**src/rtl/ldrs_pkg.sv**
```systemverilog
// Shared types and codes for the LOOK disk request scheduler.
// Depends on nothing; every other file in rtl/ refers to it by scoped names.
package ldrs_pkg;

   localparam int SECTOR_BITS  = 48;
   localparam int TAG_BITS     = 8;
   localparam int PENDING_BITS = 6;

   localparam logic [1:0] OP_ADD      = 2'd0;
   localparam logic [1:0] OP_DISPATCH = 2'd1;
   localparam logic [1:0] OP_REMOVE   = 2'd2;

   localparam logic [1:0] ST_DONE      = 2'd0;
   localparam logic [1:0] ST_EMPTY     = 2'd1;
   localparam logic [1:0] ST_FULL      = 2'd2;
   localparam logic [1:0] ST_NOT_FOUND = 2'd3;

   typedef struct packed {
      logic [1:0]             op;
      logic [SECTOR_BITS-1:0] sector;
      logic [TAG_BITS-1:0]    tag;
   } req_type;

   typedef struct packed {
      logic [1:0]              status;
      logic [TAG_BITS-1:0]     out_tag;
      logic [SECTOR_BITS-1:0]  out_sector;
      logic                    going_up;
      logic [PENDING_BITS-1:0] pending;
   } rsp_type;

   typedef struct packed {
      logic                   valid;
      logic [SECTOR_BITS-1:0] sector;
      logic [TAG_BITS-1:0]    tag;
   } entry_type;

   typedef enum logic [1:0] {
      CELL_HOLD,
      CELL_SHIFT,
      CELL_LOAD
   } cell_cmd_type;

   typedef struct packed {
      logic                   bnd_found;
      logic [SECTOR_BITS-1:0] bnd_sector;
      logic [TAG_BITS-1:0]    bnd_tag;
      logic                   fb_found;
      logic [SECTOR_BITS-1:0] fb_sector;
      logic [TAG_BITS-1:0]    fb_tag;
      logic                   match_found;
   } pick_type;

endpackage

```
**src/rtl/ldrs_cell.sv**
```systemverilog
// One queue cell: holds a single pending request and can take its neighbor's.
// Depends on ldrs_pkg for the entry and command types.
module ldrs_cell (
   input  logic                  clock,
   input  logic                  reset,
   input  ldrs_pkg::cell_cmd_type cmd,
   input  ldrs_pkg::entry_type   nbr_entry,
   input  ldrs_pkg::entry_type   new_entry,
   output ldrs_pkg::entry_type   entry
);

   ldrs_pkg::entry_type entry_ff;
   ldrs_pkg::entry_type entry_in;

   always_comb begin
      unique case (cmd)
         ldrs_pkg::CELL_HOLD:  entry_in = entry_ff;
         ldrs_pkg::CELL_SHIFT: entry_in = nbr_entry;
         ldrs_pkg::CELL_LOAD:  entry_in = new_entry;
         default:              entry_in = entry_ff;
      endcase
   end

   always_ff @(posedge clock) begin
      if (reset) begin
         entry_ff.valid <= 1'b0;
      end else begin
         entry_ff.valid <= entry_in.valid;
      end
      entry_ff.sector <= entry_in.sector;
      entry_ff.tag    <= entry_in.tag;
   end

   assign entry = entry_ff;

endmodule

```
**src/rtl/ldrs_picker.sv**
```systemverilog
// Selection unit that watches the head cell while the queue rotates past it.
// Depends on ldrs_pkg; keeps the LOOK candidates and the first tag match.
module ldrs_picker #(
   parameter int IDX_W = 5
) (
   input  logic                                 clock,
   input  logic                                 reset,
   input  logic                                 clear,
   input  logic                                 enable,
   input  ldrs_pkg::entry_type                  entry,
   input  logic [IDX_W-1:0]                     idx,
   input  logic [ldrs_pkg::SECTOR_BITS-1:0]     head,
   input  logic                                 up,
   input  logic [ldrs_pkg::TAG_BITS-1:0]        tag,
   output ldrs_pkg::pick_type                   pick,
   output logic [IDX_W-1:0]                     bnd_idx,
   output logic [IDX_W-1:0]                     fb_idx,
   output logic [IDX_W-1:0]                     match_idx
);

   ldrs_pkg::pick_type pick_ff;
   ldrs_pkg::pick_type pick_in;
   logic [IDX_W-1:0]   bnd_idx_ff, bnd_idx_in;
   logic [IDX_W-1:0]   fb_idx_ff, fb_idx_in;
   logic [IDX_W-1:0]   match_idx_ff, match_idx_in;
   logic               in_bnd, bnd_better, fb_better;

   always_comb begin
      pick_in      = pick_ff;
      bnd_idx_in   = bnd_idx_ff;
      fb_idx_in    = fb_idx_ff;
      match_idx_in = match_idx_ff;
      in_bnd     = up ? (entry.sector >= head) : (entry.sector <= head);
      bnd_better = !pick_ff.bnd_found ||
                   (up ? (entry.sector < pick_ff.bnd_sector)
                       : (entry.sector > pick_ff.bnd_sector));
      fb_better  = !pick_ff.fb_found ||
                   (up ? (entry.sector > pick_ff.fb_sector)
                       : (entry.sector < pick_ff.fb_sector));
      if (clear) begin
         pick_in.bnd_found   = 1'b0;
         pick_in.fb_found    = 1'b0;
         pick_in.match_found = 1'b0;
      end else if (enable && entry.valid) begin
         if (in_bnd && bnd_better) begin
            pick_in.bnd_found  = 1'b1;
            pick_in.bnd_sector = entry.sector;
            pick_in.bnd_tag    = entry.tag;
            bnd_idx_in         = idx;
         end
         if (fb_better) begin
            pick_in.fb_found  = 1'b1;
            pick_in.fb_sector = entry.sector;
            pick_in.fb_tag    = entry.tag;
            fb_idx_in         = idx;
         end
         if (!pick_ff.match_found && entry.tag == tag) begin
            pick_in.match_found = 1'b1;
            match_idx_in        = idx;
         end
      end
   end

   always_ff @(posedge clock) begin
      if (reset) begin
         pick_ff.bnd_found   <= 1'b0;
         pick_ff.fb_found    <= 1'b0;
         pick_ff.match_found <= 1'b0;
      end else begin
         pick_ff.bnd_found   <= pick_in.bnd_found;
         pick_ff.fb_found    <= pick_in.fb_found;
         pick_ff.match_found <= pick_in.match_found;
      end
      pick_ff.bnd_sector <= pick_in.bnd_sector;
      pick_ff.bnd_tag    <= pick_in.bnd_tag;
      pick_ff.fb_sector  <= pick_in.fb_sector;
      pick_ff.fb_tag     <= pick_in.fb_tag;
      bnd_idx_ff         <= bnd_idx_in;
      fb_idx_ff          <= fb_idx_in;
      match_idx_ff       <= match_idx_in;
   end

   assign pick      = pick_ff;
   assign bnd_idx   = bnd_idx_ff;
   assign fb_idx    = fb_idx_ff;
   assign match_idx = match_idx_ff;

endmodule

```
**src/rtl/look_disk_request_scheduler.sv**
```systemverilog
// LOOK disk request scheduler top level: a row of request cells in arrival order.
// Add, op 3 and a dispatch on an empty queue go from the idle step straight to the finish step.
// Dispatch and remove rotate the queue once past the selection unit, one cell a cycle,
// then the chosen cell, if there is one, is closed up by one shift.
// One item is worked on at a time, so the next item is taken only once the last has left
// the finish step; a finished result waits in an output register.
// Reset empties the queue, sets the head position to zero and the sweep to up.
module look_disk_request_scheduler #(
   parameter int QUEUE_DEPTH = 32
) (
   input  logic              clock,
   input  logic              reset,
   input  logic              req_valid,
   output logic              req_ready,
   input  ldrs_pkg::req_type req_data,
   output logic              rsp_valid,
   input  logic              rsp_ready,
   output ldrs_pkg::rsp_type rsp_data
);

   localparam int IDX_W = (QUEUE_DEPTH > 1) ? $clog2(QUEUE_DEPTH) : 1;
   localparam int CNT_W = $clog2(QUEUE_DEPTH + 1);

   typedef enum logic [1:0] {
      S_IDLE,
      S_SCAN,
      S_DELETE,
      S_FINISH
   } state_type;

   state_type                           state_ff, state_in;
   ldrs_pkg::req_type                   req_ff, req_in;
   logic [CNT_W-1:0]                    count_ff, count_in;
   logic [IDX_W-1:0]                    scan_ff, scan_in;
   logic [ldrs_pkg::SECTOR_BITS-1:0]    head_ff, head_in;
   logic                                sweep_ff, sweep_in;
   logic [1:0]                          status_ff, status_in;
   logic [ldrs_pkg::TAG_BITS-1:0]       res_tag_ff, res_tag_in;
   logic [ldrs_pkg::SECTOR_BITS-1:0]    res_sector_ff, res_sector_in;
   logic                                rsp_valid_ff, rsp_valid_in;
   ldrs_pkg::rsp_type                   rsp_ff, rsp_in;

   ldrs_pkg::entry_type                 cells [QUEUE_DEPTH];
   ldrs_pkg::entry_type                 new_entry;
   logic [QUEUE_DEPTH-1:0]              valid_vec;
   logic                                accept, pick_clear, pick_enable, do_delete;
   logic [IDX_W-1:0]                    del_idx;
   ldrs_pkg::pick_type                  pick;
   logic [IDX_W-1:0]                    bnd_idx, fb_idx, match_idx;

   assign accept    = req_valid && req_ready;
   assign req_ready = (state_ff == S_IDLE);
   assign new_entry = '{valid: 1'b1, sector: req_data.sector, tag: req_data.tag};
   assign del_idx   = (req_ff.op == ldrs_pkg::OP_REMOVE) ? match_idx :
                      (pick.bnd_found ? bnd_idx : fb_idx);
   assign do_delete = (state_ff == S_DELETE) &&
                      !(req_ff.op == ldrs_pkg::OP_REMOVE && !pick.match_found);

   for (genvar i = 0; i < QUEUE_DEPTH; i++) begin : g_cell
      ldrs_pkg::cell_cmd_type cmd;
      ldrs_pkg::entry_type    nbr;

      if (i < QUEUE_DEPTH - 1) begin : g_inner
         assign nbr = cells[i+1];
      end else begin : g_last
         assign nbr = (state_ff == S_SCAN) ? cells[0] : '0;
      end

      always_comb begin
         if (accept && req_data.op == ldrs_pkg::OP_ADD && count_ff == CNT_W'(i)) begin
            cmd = ldrs_pkg::CELL_LOAD;
         end else if (state_ff == S_SCAN ||
                      (do_delete && IDX_W'(i) >= del_idx)) begin
            cmd = ldrs_pkg::CELL_SHIFT;
         end else begin
            cmd = ldrs_pkg::CELL_HOLD;
         end
      end

      ldrs_cell u_cell (
         .clock     (clock),
         .reset     (reset),
         .cmd       (cmd),
         .nbr_entry (nbr),
         .new_entry (new_entry),
         .entry     (cells[i])
      );

      assign valid_vec[i] = cells[i].valid;
   end

   ldrs_picker #(
      .IDX_W (IDX_W)
   ) u_picker (
      .clock     (clock),
      .reset     (reset),
      .clear     (pick_clear),
      .enable    (pick_enable),
      .entry     (cells[0]),
      .idx       (scan_ff),
      .head      (head_ff),
      .up        (sweep_ff),
      .tag       (req_ff.tag),
      .pick      (pick),
      .bnd_idx   (bnd_idx),
      .fb_idx    (fb_idx),
      .match_idx (match_idx)
   );

   always_comb begin
      state_in      = state_ff;
      req_in        = req_ff;
      count_in      = count_ff;
      scan_in       = scan_ff;
      head_in       = head_ff;
      sweep_in      = sweep_ff;
      status_in     = status_ff;
      res_tag_in    = res_tag_ff;
      res_sector_in = res_sector_ff;
      rsp_in        = rsp_ff;
      rsp_valid_in  = rsp_valid_ff && !rsp_ready;
      pick_clear    = 1'b0;
      pick_enable   = 1'b0;
      unique case (state_ff)
         S_IDLE: begin
            if (req_valid) begin
               req_in        = req_data;
               status_in     = ldrs_pkg::ST_DONE;
               res_tag_in    = '0;
               res_sector_in = '0;
               scan_in       = '0;
               state_in      = S_FINISH;
               case (req_data.op)
                  ldrs_pkg::OP_ADD: begin
                     if (count_ff == CNT_W'(QUEUE_DEPTH)) begin
                        status_in = ldrs_pkg::ST_FULL;
                     end else begin
                        count_in = count_ff + CNT_W'(1);
                     end
                  end
                  ldrs_pkg::OP_DISPATCH: begin
                     if (count_ff == '0) begin
                        status_in = ldrs_pkg::ST_EMPTY;
                     end else begin
                        pick_clear = 1'b1;
                        state_in   = S_SCAN;
                     end
                  end
                  ldrs_pkg::OP_REMOVE: begin
                     pick_clear = 1'b1;
                     state_in   = S_SCAN;
                  end
                  default: begin
                     state_in = S_FINISH;
                  end
               endcase
            end
         end
         S_SCAN: begin
            pick_enable = 1'b1;
            scan_in     = scan_ff + IDX_W'(1);
            if (scan_ff == IDX_W'(QUEUE_DEPTH - 1)) begin
               state_in = S_DELETE;
            end
         end
         S_DELETE: begin
            if (!do_delete) begin
               status_in = ldrs_pkg::ST_NOT_FOUND;
            end else begin
               count_in = count_ff - CNT_W'(1);
               if (req_ff.op == ldrs_pkg::OP_DISPATCH) begin
                  res_tag_in    = pick.bnd_found ? pick.bnd_tag : pick.fb_tag;
                  res_sector_in = pick.bnd_found ? pick.bnd_sector : pick.fb_sector;
                  head_in       = res_sector_in;
                  sweep_in      = pick.bnd_found ? sweep_ff : !sweep_ff;
               end
            end
            state_in = S_FINISH;
         end
         S_FINISH: begin
            if (!rsp_valid_ff || rsp_ready) begin
               rsp_in.status     = status_ff;
               rsp_in.out_tag    = res_tag_ff;
               rsp_in.out_sector = res_sector_ff;
               rsp_in.going_up   = sweep_ff;
               rsp_in.pending    = ldrs_pkg::PENDING_BITS'(count_ff);
               rsp_valid_in      = 1'b1;
               state_in          = S_IDLE;
            end
         end
         default: begin
            state_in = S_IDLE;
         end
      endcase
   end

   always_ff @(posedge clock) begin
      if (reset) begin
         state_ff     <= S_IDLE;
         count_ff     <= '0;
         head_ff      <= '0;
         sweep_ff     <= 1'b1;
         rsp_valid_ff <= 1'b0;
      end else begin
         state_ff     <= state_in;
         count_ff     <= count_in;
         head_ff      <= head_in;
         sweep_ff     <= sweep_in;
         rsp_valid_ff <= rsp_valid_in;
      end
      req_ff        <= req_in;
      scan_ff       <= scan_in;
      status_ff     <= status_in;
      res_tag_ff    <= res_tag_in;
      res_sector_ff <= res_sector_in;
      rsp_ff        <= rsp_in;
   end

   assign rsp_valid = rsp_valid_ff;
   assign rsp_data  = rsp_ff;

   a_count_bound: assert property (@(posedge clock) disable iff (reset)
      count_ff <= CNT_W'(QUEUE_DEPTH))
      else $error("request count exceeds queue depth");

   a_accept_leaves_idle: assert property (@(posedge clock) disable iff (reset)
      accept |=> (state_ff != S_IDLE))
      else $error("accepted item did not start work");

   a_dispatch_finds: assert property (@(posedge clock) disable iff (reset)
      (state_ff == S_DELETE && req_ff.op == ldrs_pkg::OP_DISPATCH) |->
      (pick.bnd_found || pick.fb_found))
      else $error("dispatch on a non-empty queue found no request");

   a_valid_matches_count: assert property (@(posedge clock) disable iff (reset)
      (state_ff == S_IDLE) |-> ($countones(valid_vec) == int'(count_ff)))
      else $error("valid cells disagree with the request count");

   a_result_from_finish: assert property (@(posedge clock) disable iff (reset)
      $rose(rsp_valid_ff) |-> ($past(state_ff) == S_FINISH))
      else $error("result raised outside the finish step");

endmodule

```
**config.mk**
```make
export PLATFORM = sky130hd
export DESIGN_NAME = look_disk_request_scheduler
export DESIGN_NICKNAME = d
export VERILOG_FILES = /design/src/rtl/ldrs_pkg.sv /design/src/rtl/ldrs_cell.sv /design/src/rtl/ldrs_picker.sv /design/src/rtl/look_disk_request_scheduler.sv
export SDC_FILE = /design/constraint.sdc
export NUM_CORES = 2
export LEC_CHECK = 0
export ABC_AREA = 1
export ABC_CLOCK_PERIOD_IN_PS = 12850
export BUFFER_PORTS_ARGS = -buffer_cell sky130_fd_sc_hd__buf_2
export CELL_PAD_IN_SITES_DETAIL_PLACEMENT = 1
export CELL_PAD_IN_SITES_GLOBAL_PLACEMENT = 1
export CORE_MARGIN = 4
export CORE_UTILIZATION = 55
export DETAILED_ROUTE_END_ITERATION = 8
export HOLD_SLACK_MARGIN = 0.05
export PLACE_DENSITY_LB_ADDON = 0.1
export SLEW_MARGIN = 20
export SYNTH_ARGS = -nofsm -noshare
export SYNTH_HDL_FRONTEND = slang
export SYNTH_HIERARCHICAL = 1
export SYNTH_SLANG_ARGS = --single-unit
```
**constraint.sdc**
```tcl
create_clock -name clock -period 12.85 [get_ports clock]
set_input_delay 1.9275 -clock clock [delete_from_list [all_inputs] [get_ports clock]]
set_output_delay 1.9275 -clock clock [all_outputs]
set_load 0.05 [all_outputs]
```
# Yosys cells after proc, flatten, opt, wreduce, memory -nomap -nowiden
# Cells that the tools add are included.
dict set report word_totals {
  regBits 2150
  inputBits 62
  out_inout_bits 67
  elab_cells 583
}
dict set report op_classes {
  add_sub_neg 3
  n_lt_le_gt_ge 38
  eq_ne 113
  n_mux 138
  bitwise 2
  n_reduce_logical 167
}
# cell n
set ops {}
lappend ops {{$pmux W57 S2} 32}
lappend ops {{$mux W48} 4}
lappend ops {{$eq A6 B5 Y1 const B} 16}
lappend ops {{$gt A48 B48 Y1} 2}
lappend ops {{$lt A48 B48 Y1} 2}
lappend ops {{$pmux W48 S2} 1}
lappend ops {{$ge A5 B5 Y1 const A} 16}
lappend ops {{$mux W2} 39}
lappend ops {{$eq A2 B2 Y1 const B} 36}
lappend ops {{$logic_and A1 B1 Y1} 72}
lappend ops {{$eq A2 B1 Y1 const B} 35}
lappend ops {{$reduce_bool A2 Y1} 34}
lappend ops {{$mux W57} 1}
lappend ops {{$eq A6 B4 Y1 const B} 8}
lappend ops {{$ge A48 B48 Y1} 1}
lappend ops {{$le A48 B48 Y1} 1}
lappend ops {{$mux W1} 42}
lappend ops {{$ge A4 B5 Y1 const A} 8}
lappend ops {{$logic_or A1 B1 Y1} 35}
lappend ops {{$mux W8} 4}
lappend ops {{$eq A6 B3 Y1 const B} 4}
lappend ops {{$mux W6} 4}
lappend ops {{$ge A3 B5 Y1 const A} 4}
lappend ops {{$reduce_and A3 Y1} 6}
lappend ops {{other kinds (27)} 54}

# Longest topological paths before layout
dict set report depth {
  word_depth 10
  mapped_depth 19
}

# Modules after synthesis
# The synthesis kept the hierarchy.
# mod instances cells_per_inst area_each_um2
set modules_own_cells {}
lappend modules_own_cells {ldrs_cell 32 247 2549.9}
lappend modules_own_cells {look_disk_request_scheduler 1 1001 9232.6}
lappend modules_own_cells {ldrs_picker 1 787 7933.9}

# Worst setup path before layout
# OpenSTA, ideal clock, no wires.
dict set report synth_timing {
  path_type {input port to flip-flop}
  from {input rsp_ready}
  to {register rsp_ff, in the netlist rsp_data[0], enable pin}
  setup_ns 0.509
  arrival_ns 5.127
  required_time_ns 12.341
  slack_ns 7.214
  path_stages 2
  path_buffers 0
  path_cell_list {inv_1 > a21oi_1}
}
dict set report synth_between {
  elab_chain_cells 2
}
# element line
set synth_rtl {}
lappend synth_rtl {{from (decl)} look_disk_request_scheduler.sv:17} ;# input logic rsp_ready,
lappend synth_rtl {{$logic_or A1 B1 Y1} look_disk_request_scheduler.sv:181} ;# if (!rsp_valid_ff || rsp_ready) begin
lappend synth_rtl {{$reduce_and A2 Y1 (no source line)} -}
lappend synth_rtl {{to (signal assigned)} look_disk_request_scheduler.sv:216} ;# rsp_ff <= rsp_in;
lappend synth_rtl {{to (decl)} look_disk_request_scheduler.sv:41} ;# ldrs_pkg::rsp_type rsp_ff, rsp_in;
# Every way passes these cells.
# A chain may end at the register's enable or synchronous reset.

==> run metrics <==
die width ~430 µm; Max VDD drop 0.1647 mV; drt initial violations 6272; hold_buf cts 0; largest net degree at the start of global routing 115; Reg area 63630 µm²; final-report max-slew violation count 0; post-synthesis sequential area ratio 64.43%; Multi-input gate area 24060 µm²; first-pass GRT wire length around 430 mm; clk root buf clkbuf_16; routed wire length around 280 mm; Syn. warnings 6; Max Buffers Root-to-Sink 3; Final Setup Violations 0; crit path max fanout 76; met2 usage 50.62%; postcts setup bufs 0; Post-synth EDFFs slightly above 2000; final setup TNS 0 ns; FILL cells around 20000; IO Count 129; RSZ-0062 raised after global routing no; vias per std cell 5.581; Total Routing Usage GR 30.01%; max-cap violations 0; main flop type after synthesis edfxtp_1; PortBufs 128; Worst EP required between 10 and 15 ns; vias in the first global route 72470; Tcrit/Tclk final 36.79%; worst slack at placement 7.347 ns; CTS buffer count 221; Clock Latency Late Sink ~0.87 ns; Yosys cell types 46; Netlist Area Pre-Place approximately 100000 µm²; Rel. slew slack about a fifth; met3 Usage GRT ~4.5%; Power Total 24340 µW; fin cells 12270; nets 9977; Cell Pwr Density roughly 230 nW/µm²; gr busiest metal met2; Worst setup EP type flop; Tmin final 4.728 ns; area of the die approximately 190000 µm²; Synth Instances 9692; CTS-repair resized insts 0; Routed WL per cell between 20 and 25 µm; effective utilization at floorplan 55.35%; Leak 0.04233 µW; post-synthesis register bit count 2150; CP Data Arrival Time 5.27 ns; CTS H-tree lvls 4; number of core rows 155; Post-route DRC 0; reg2reg setup slack 8.32 ns; proportion of layout cells with a drive suffix above 1 7.028%; Die Span Y 431.8 µm; vias 68500; met1 Usage GRT 40.75%; final worst setup slack roughly 8.1 ns; Async SR Flop Fraction 0%; Hold WC Path Type flop to flop; Setup crit start kind primary input; Sink Count 2150; area delta synth->final 8.636%; CTS tree built; DRT Pass-1 Iters 5; crit path kind primary input to flop; final hold slack 0.4143 ns; core area 178400 µm²; most frequent cells in the layout inv_1, nand2_1, edfxtp_1; Final Hold Fails 0; antenna-violating nets left 0; GR Overflow Total 0; GP Congestion 0.8491; Inst Count DP 11860; clock-pin slew on the worst setup and hold paths 0.06 ns; worst clock skew 0.02928 ns; Avg Inst Size Synth between 10 and 15 µm²; initial antenna violation count 14; outcome completed; Least-Margin Pin Slew 1.199 ns; commonest non-fill, non-tap cell in the layout inv_1; dpl hpwl 172.6 mm; Peak Freq 211.5 MHz
-- final cells by class --
| type | instances | share of cell area, % |
|---|---|---|
| diodes | 1 | 0.002332 |
| flip-flops and latches | 2150 | 59.31 |
| clock buffers | 301 | 5.702 |
| well taps | 2355 | 2.746 |
| inverters | 2194 | 7.684 |
| multi-input cells | 4941 | 22.43 |
| repair buffers | 217 | 1.244 |
| clock inverters | 114 | 0.8874 |
-- per-stage QoR --
step,util (%),cell area (µm²)
finish,60.14,107300
global route,60.14,107300
CTS,60.12,107300
detailed placement,56.15,100200
global placement,56.15,100200
floorplan,-,98880
-- cell families after synthesis --
logic type / count (synthesis) / share of synthesized area, %
XOR/XNOR: 10 / 0.08869
buffers and inverters: 2632 / 11.77
other: 1 / 0.003797
AND/OR/NAND/NOR: 2577 / 10.19
adder cells (fa/ha/maj): 190 / 2.407
AO/OA/AOI/OAI: 2132 / 11.12
flip-flops: 2150 / 64.43
-- registers in the layout (all words and copies together), names as in the netlist --
| signal | cells |
|---|---|
| head_ff | 48 |
| g_cell.u_cell/entry | 1824 |
| u_picker/bnd_idx | 5 |
| count_ff | 6 |
| scan_ff | 5 |
| req_ff | 10 |
| sweep_ff | 1 |
| status_ff | 2 |
| rsp_valid | 1 |
| res_tag_ff | 8 |
| u_picker/pick | 115 |
| u_picker/fb_idx | 5 |
| u_picker/match_idx | 5 |
| res_sector_ff | 48 |
| rsp_data | 65 |
| state_ff | 2 |
-- path summary, 6_finish.rpt --
path                           start  cells after the start                           to
setup reg to reg  u_picker/pick[114]                     12  g_cell[26].u_cell/entry[24]
setup / recovery        req_data[56]                     14   g_cell[2].u_cell/entry[36]
hold / removal         res_tag_ff[2]                      0                 rsp_data[57]
hold reg to reg        res_tag_ff[2]                      0                 rsp_data[57]
-- routing by layer --
metal,vias to the layer above,wire length (µm)
li1,31270,-
met1,34520,116800
met2,2273,136500
met3,423,19660
met4,2,7549
met5,-,8
-- worst max-delay path, cell delays in order --
cell and delay [ns]:
buf_2 0.12, inv_1 0.10, ha_1 0.18, inv_1 0.07
nor2_2 0.15, nand2_1 0.47, nor2_1 0.48, nor2_1 0.09
nand2_1 0.10, inv_1 0.06, inv_1 0.12, ha_4 0.38
buf_4 0.66, o21ai_0 0.27
-- synthesized netlist by cell type (2+ instances only) --
cell,count,share of area (%)
or2_1,2,0.013
a21oi_2,2,0.018
o21bai_1,35,0.27
buf_2,16,0.081
nor3_1,16,0.081
a21oi_4,3,0.049
nor2_1,284,1.1
xor2_1,7,0.062
dfxtp_1,93,1.9
nor2_2,8,0.051
nand4_1,17,0.11
nand3_2,4,0.041
a21oi_1,134,0.68
or2_2,48,0.30
nand3_1,40,0.20
o21ai_1,322,1.6
edfxtp_1,2057,63
clkbuf_1,180,0.68
nand2_1,2134,8.1
buf_6,228,2.6
inv_1,2185,8.3
nand3b_1,4,0.030
inv_2,7,0.027
xnor2_1,3,0.027
nor2_4,2,0.023
o21a_1,50,0.38
nor3_2,7,0.071
o21ai_0,1567,7.9
ha_1,190,2.4
nand2_2,9,0.057
o21ai_2,4,0.035
a31oi_1,4,0.025
a21o_1,5,0.038
buf_1,13,0.049
-- power breakdown --
group	switching (µW)	leakage, µW	internal (µW)
sequential	984	0.0200	11600
clock	2740	0.00348	3630
combinational	4110	0.0189	1250
total	7840	0.0423	16500
No activity file was read; power rests on OpenSTA's default activity.
